==> config.mk <==
export PLATFORM = sky130hd
export DESIGN_NAME = cts_ctrl
export DESIGN_NICKNAME = d
export VERILOG_FILES = /design/src/hw/rtl/cts_pkg.sv /design/src/hw/rtl/cts_ctrl.sv
export SDC_FILE = /design/constraint.sdc
export NUM_CORES = 1
export LEC_CHECK = 0
export ABC_AREA = 1
export ABC_CLOCK_PERIOD_IN_PS = 1700
export BUFFER_PORTS_ARGS = -buffer_cell sky130_fd_sc_hd__buf_2
export CORE_MARGIN = 2
export CORE_UTILIZATION = 51
export CTS_CLUSTER_SIZE = 20
export DETAILED_ROUTE_END_ITERATION = 10
export PLACE_DENSITY = 0.76
export SETUP_SLACK_MARGIN = 0.05
export SLEW_MARGIN = 20
export SYNTH_ARGS = -nofsm -noshare
export SYNTH_HDL_FRONTEND = slang
export SYNTH_SLANG_ARGS = --single-unit
export TNS_END_PERCENT = 100
==> constraint.sdc <==
create_clock -name clk -period 1.7 [get_ports clk]
set_clock_uncertainty 0.1 [all_clocks]
set_input_delay 0.255 -clock clk [delete_from_list [all_inputs] [get_ports clk]]
set_output_delay 0.255 -clock clk [all_outputs]
set_load 0.005 [all_outputs]
==> src/hw/rtl/cts_pkg.sv <==
// Countdown task scheduler: shared codes, command and status types.
// Used by cts_ctrl, cts_datapath and countdown_task_scheduler_core.
`timescale 1ns / 1ps
`default_nettype none
package cts_pkg;

    // Slot index carried in commands (wide enough for the largest table)
    localparam int IDX_BITS = 6;

    // Operation codes of the input transaction
    localparam logic [2:0] MODE_TICK      = 3'd0;
    localparam logic [2:0] MODE_CREATE    = 3'd1;
    localparam logic [2:0] MODE_WAIT_SEM  = 3'd2;
    localparam logic [2:0] MODE_WAIT_TMR  = 3'd3;
    localparam logic [2:0] MODE_TMR_INIT  = 3'd4;
    localparam logic [2:0] MODE_SIGNAL    = 3'd5;
    localparam logic [2:0] MODE_STOP      = 3'd6;
    localparam logic [2:0] MODE_QUERY     = 3'd7;

    // Result kinds
    localparam logic [2:0] KIND_DISPATCH  = 3'd0;
    localparam logic [2:0] KIND_PASS_DONE = 3'd1;
    localparam logic [2:0] KIND_ACK       = 3'd2;
    localparam logic [2:0] KIND_CREATED   = 3'd3;
    localparam logic [2:0] KIND_FULL      = 3'd4;
    localparam logic [2:0] KIND_QUERY     = 3'd5;

    // Task states
    localparam logic [2:0] TS_IDLE = 3'd0;
    localparam logic [2:0] TS_RUN  = 3'd1;
    localparam logic [2:0] TS_WSEM = 3'd2;
    localparam logic [2:0] TS_WTMR = 3'd3;
    localparam logic [2:0] TS_STOP = 3'd4;

    // Release causes
    localparam logic [1:0] CAUSE_NONE    = 2'd0;
    localparam logic [1:0] CAUSE_TIMEOUT = 2'd1;
    localparam logic [1:0] CAUSE_EVENT   = 2'd2;

    // Datapath operations issued by the controller
    typedef enum logic [3:0] {
        OP_NONE,
        OP_LOAD,
        OP_TICK,
        OP_DIV,
        OP_PASS,
        OP_CREATE,
        OP_FULL,
        OP_SIMPLE,
        OP_QTASK,
        OP_QTMR
    } op_t;

    typedef struct packed {
        op_t                 op;
        logic [IDX_BITS-1:0] idx;
    } cmd_t;

    typedef struct packed {
        logic [2:0] mode;       // latched operation code
        logic       slot_free;  // create: addressed slot is unallocated
        logic       div_start;  // tick: timer catch-up needs the divider
        logic       div_last;   // divider on its final step
    } status_t;

endpackage
`default_nettype wire

==> src/hw/rtl/cts_ctrl.sv <==
// Controller FSM: sequences slot scans, divider steps and result emission.
// Depends on cts_pkg; drives cts_datapath through cmd_t / status_t.
`timescale 1ns / 1ps
`default_nettype none
module cts_ctrl #(
    parameter int TASK_SLOTS = 16
) (
    input  wire logic           clk,
    input  wire logic           rst_n,
    input  wire logic           start,
    output logic                busy,
    output cts_pkg::cmd_t       cmd,
    input  wire cts_pkg::status_t status
);

    typedef enum logic [3:0] {
        S_IDLE, S_DECODE, S_TICK, S_DIV, S_PASS,
        S_CREATE, S_FULL, S_SIMPLE, S_QTASK, S_QTMR
    } state_t;

    localparam logic [cts_pkg::IDX_BITS-1:0] LAST_SLOT =
        cts_pkg::IDX_BITS'(TASK_SLOTS - 1);

    state_t                        state_reg;
    logic [cts_pkg::IDX_BITS-1:0]  idx_reg;

    assign busy = (state_reg != S_IDLE);

    // Command decode
    always_comb
    begin
        cmd.idx = idx_reg;
        unique case (state_reg)
            S_IDLE:   cmd.op = start ? cts_pkg::OP_LOAD : cts_pkg::OP_NONE;
            S_DECODE: cmd.op = cts_pkg::OP_NONE;
            S_TICK:   cmd.op = cts_pkg::OP_TICK;
            S_DIV:    cmd.op = cts_pkg::OP_DIV;
            S_PASS:   cmd.op = cts_pkg::OP_PASS;
            S_CREATE: cmd.op = cts_pkg::OP_CREATE;
            S_FULL:   cmd.op = cts_pkg::OP_FULL;
            S_SIMPLE: cmd.op = cts_pkg::OP_SIMPLE;
            S_QTASK:  cmd.op = cts_pkg::OP_QTASK;
            S_QTMR:   cmd.op = cts_pkg::OP_QTMR;
            default:  cmd.op = cts_pkg::OP_NONE;
        endcase
    end

    // State register and slot counter
    always_ff @(posedge clk or negedge rst_n)
    begin
        if (!rst_n)
        begin
            state_reg <= S_IDLE;
            idx_reg   <= '0;
        end
        else
        begin
            unique case (state_reg)
                S_IDLE:
                begin
                    idx_reg <= '0;
                    if (start)
                        state_reg <= S_DECODE;
                end
                S_DECODE:
                begin
                    case (status.mode)
                        cts_pkg::MODE_TICK:   state_reg <= S_TICK;
                        cts_pkg::MODE_CREATE: state_reg <= S_CREATE;
                        cts_pkg::MODE_QUERY:  state_reg <= S_QTASK;
                        default:              state_reg <= S_SIMPLE;
                    endcase
                end
                S_TICK:
                begin
                    if (status.div_start)
                        state_reg <= S_DIV;
                    else if (idx_reg == LAST_SLOT)
                        state_reg <= S_PASS;
                    else
                        idx_reg <= idx_reg + 1'b1;
                end
                S_DIV:
                begin
                    if (status.div_last)
                    begin
                        if (idx_reg == LAST_SLOT)
                            state_reg <= S_PASS;
                        else
                        begin
                            idx_reg   <= idx_reg + 1'b1;
                            state_reg <= S_TICK;
                        end
                    end
                end
                S_CREATE:
                begin
                    if (status.slot_free)
                        state_reg <= S_IDLE;
                    else if (idx_reg == LAST_SLOT)
                        state_reg <= S_FULL;
                    else
                        idx_reg <= idx_reg + 1'b1;
                end
                S_QTASK:  state_reg <= S_QTMR;
                S_PASS, S_FULL, S_SIMPLE, S_QTMR:
                    state_reg <= S_IDLE;
                default:  state_reg <= S_IDLE;
            endcase
        end
    end

    // Divider is entered only from a slot visit
    a_div_entry: assert property (@(posedge clk) disable iff (!rst_n)
        (state_reg == S_DIV) |-> ($past(state_reg) == S_TICK || $past(state_reg) == S_DIV))
        else $error("divider entered outside a tick pass");

    // Transaction start only from idle with start raised
    a_busy_rise: assert property (@(posedge clk) disable iff (!rst_n)
        $rose(busy) |-> $past(start))
        else $error("busy rose without a start");

    // Closing results return to idle
    a_pass_end: assert property (@(posedge clk) disable iff (!rst_n)
        (state_reg == S_PASS || state_reg == S_FULL) |=> (state_reg == S_IDLE))
        else $error("closing result did not end the transaction");

endmodule
`default_nettype wire

==> results.tsv <==
metric	value	unit
RSZ-0062 raised after global routing	true	
Max-slew headroom	0.826	
syn_area_per_cell	6.75	um^2
clk sinks	10	
I/O pin cnt	20	
post-synth net total	135	
HPWL after DPL	1.59	mm
CTS Buf Count	3	
GR Util All Layers	0.249	
largest cells by area after synthesis	dfrtp_1 30%, nand2_1 18%, nand3_1 8.9%, inv_1 5.8%, nand2_4 5.3%	
R2R Path End	idx_reg[3]	
Cell variety after synth	21	
max reg flops	6	
Net count, final	172	
gpl congestion	0.888	
Setup CP Type	register to output port	
root buf cell	clkbuf_4	
Core ar.	1520	um^2
port bufs	19	
commonest cells after routing, fill and taps aside	36 x nand2_1, 19 x buf_2, 14 x nand3_1	
Yosys top cell area share	0.297	
DR vias/cell	5.40	
Worst path top cell family by delay	flip-flops	
pwr/cell area	1640	nW/um^2
register share of total power	0.218	
crit path time final	1620	ps
Setup crit end	cmd[6]	
ANT nets after route	0	
startpoint types	register	
WL/cell	13.3	um
row count	14	
hold slack	230	ps
worst path arrival time	1270	ps
fin area	1160	um^2
n_diodes	0	
Clk network pwr share	0.116	
DIE WIDTH	44.7	um
sw frac	0.471	
initial antenna violation count	0	
Leak	0.624	nW
Synth Instances	125	
CP Depth	5	
Final setup viols	0	
cell taking the most area after synthesis	dfrtp_1	
CP cell instances	nand2_2, nor2_4, nor2_1, o2111ai_1, buf_2	
first-pass GRT wire length	3.59	mm
WP data required	1340	ps
GRT overflow	0	
most common cell after layout, fill and taps aside	nand2_1	
Die Y	44.7	um
Synth Cell Area	843	um^2
Pint	1.00	mW
reg2reg start	state_reg[1]	
drt first pass iters	4	
reg2reg path depth	8	
worst slew pin tran	258	ps
vias in the first global route	880	
period utilization	0.955	
sequential area share after synthesis	0.297	
minimum setup slack among reg-to-reg paths	80	ps
warnings from Yosys	0	
Worst Path Buf+Inv	1	
#FFs+latches synth	10	
Max Fclk	616	MHz
initial DRC count	37	
DR vias	956	
maxcap violations	0	
share of post-route cells with drive strength above 1	0.441	
Clock transition at path regs	70	ps
initial core utilization	0.553	
worst-path fanout max	5	
Total Wirelength	2.35	mm
H-tree levels	1	
Worst Hold Class	input port to register	
Post-DP Area	955	um^2
largest net degree at the start of global routing	11	
Synth-to-Final Area Change	37.1	%
slowest CP cell	dfrtp_2	
critical path's largest stage delay	470	ps
utilization after layout	0.759	
CTS tree	built	
status	completed	
die area	1990	um^2
max-slew violations	0	
DRC	0	
Worst Setup SP	state_reg[0]	
Worst VDD drop	0.877	mV
clk_lat worst skew	280	ps
endpoint type of the worst setup path	output port	
Comb pwr share	0.666	
Psw	0.893	mW
clock buffer depth	2	
Final Hold Fails	0	
-- power groups by stage --
stage	combinational [mW]	clock, mW	sequential, mW
after floorplan	0.692	0	0.358
after global placement	0.865	0	0.384
after detailed placement	0.883	0	0.385
after CTS	0.991	0.216	0.374
after global routing	1.39	0.240	0.418
final	1.26	0.220	0.412
-- synthesized netlist by cell type --
cell,count
ha_1,1
o21ai_0,1
nor2_8,1
o31ai_1,1
nand2_2,6
nor2_1,10
nand2_1,41
inv_2,4
nor2_2,5
nor2_4,1
a21oi_1,1
nand2_4,4
buf_6,1
inv_1,13
nand3_1,15
nand3_2,1
xor2_1,1
nand4_1,5
xnor2_1,2
o2111ai_1,1
dfrtp_1,10
-- worst register-to-register path, stage by stage, from the launching register on --
cell     delay (ps)
dfrtp_2         470
buf_4           160
buf_4           130
nand4_1         180
nand2_4         100
nor2_8          170
buf_4           130
nand3_1          60
nand2_1          70
-- what timing repair did --
action                                  CTS  global route
pin swaps                                 2             6
hold endpoints to repair                 10             0
hold buffers                              1             0
endpoints found under the setup margin    1            10
buffers inserted                          7             5
gates resized for setup                   5            14
-- routing by layer --
metal	up-vias	wire, um	global-route usage
li1	466	-	-
met1	449	947	0.311
met2	39	1240	0.412
met3	2	153	0.0776
met4	0	15	0.0667
met5	-	0	0
-- worst min-delay path by stage --
stage,start,to,slack [ps],cells past startpoint
after global placement,rst_n,state_reg[1],20,1
after CTS,status[5],state_reg[3],240,3
after detailed placement,rst_n,state_reg[3],20,1
after floorplan,rst_n,idx_reg[0],-140,0
after global routing,rst_n,idx_reg[4],290,2
final,status[5],state_reg[3],230,3
-- through the flow --
stage | setup slack (ps) | power (mW) | setup TNS, ps | std cells
finish | 76.3 | 1.89 | 0 | 177
global route | -18.1 | 2.05 | -18.1 | 177
CTS | 58.4 | 1.58 | 0 | 172
detailed placement | 98.3 | 1.27 | 0 | 160
global placement | 141 | 1.25 | 0 | 160
floorplan | 284 | 1.05 | 0 | 125
-- kinds of logic (layout without fill, tap and decap cells) --
kind of cell	Yosys count	in the layout	share of synthesized area
AND/OR/NAND/NOR	89	89	0.537
buffers and inverters	18	54	0.0890
flip-flops	10	10	0.297
AO/OA/AOI/OAI	4	4	0.0312
XOR/XNOR	3	3	0.0312
adder cells (fa/ha/maj)	1	1	0.0148
-- layout make-up --
cell class	count	area, um^2
Inverter	17	66.3
Sequential cell	10	255
Timing Repair Buffer	33	215
Fill cell	122	368
Tap cell	16	20.0
Multi-Input combinational cell	97	563
Clock buffer	4	36.3
No activity file was read; power rests on OpenSTA's default activity.
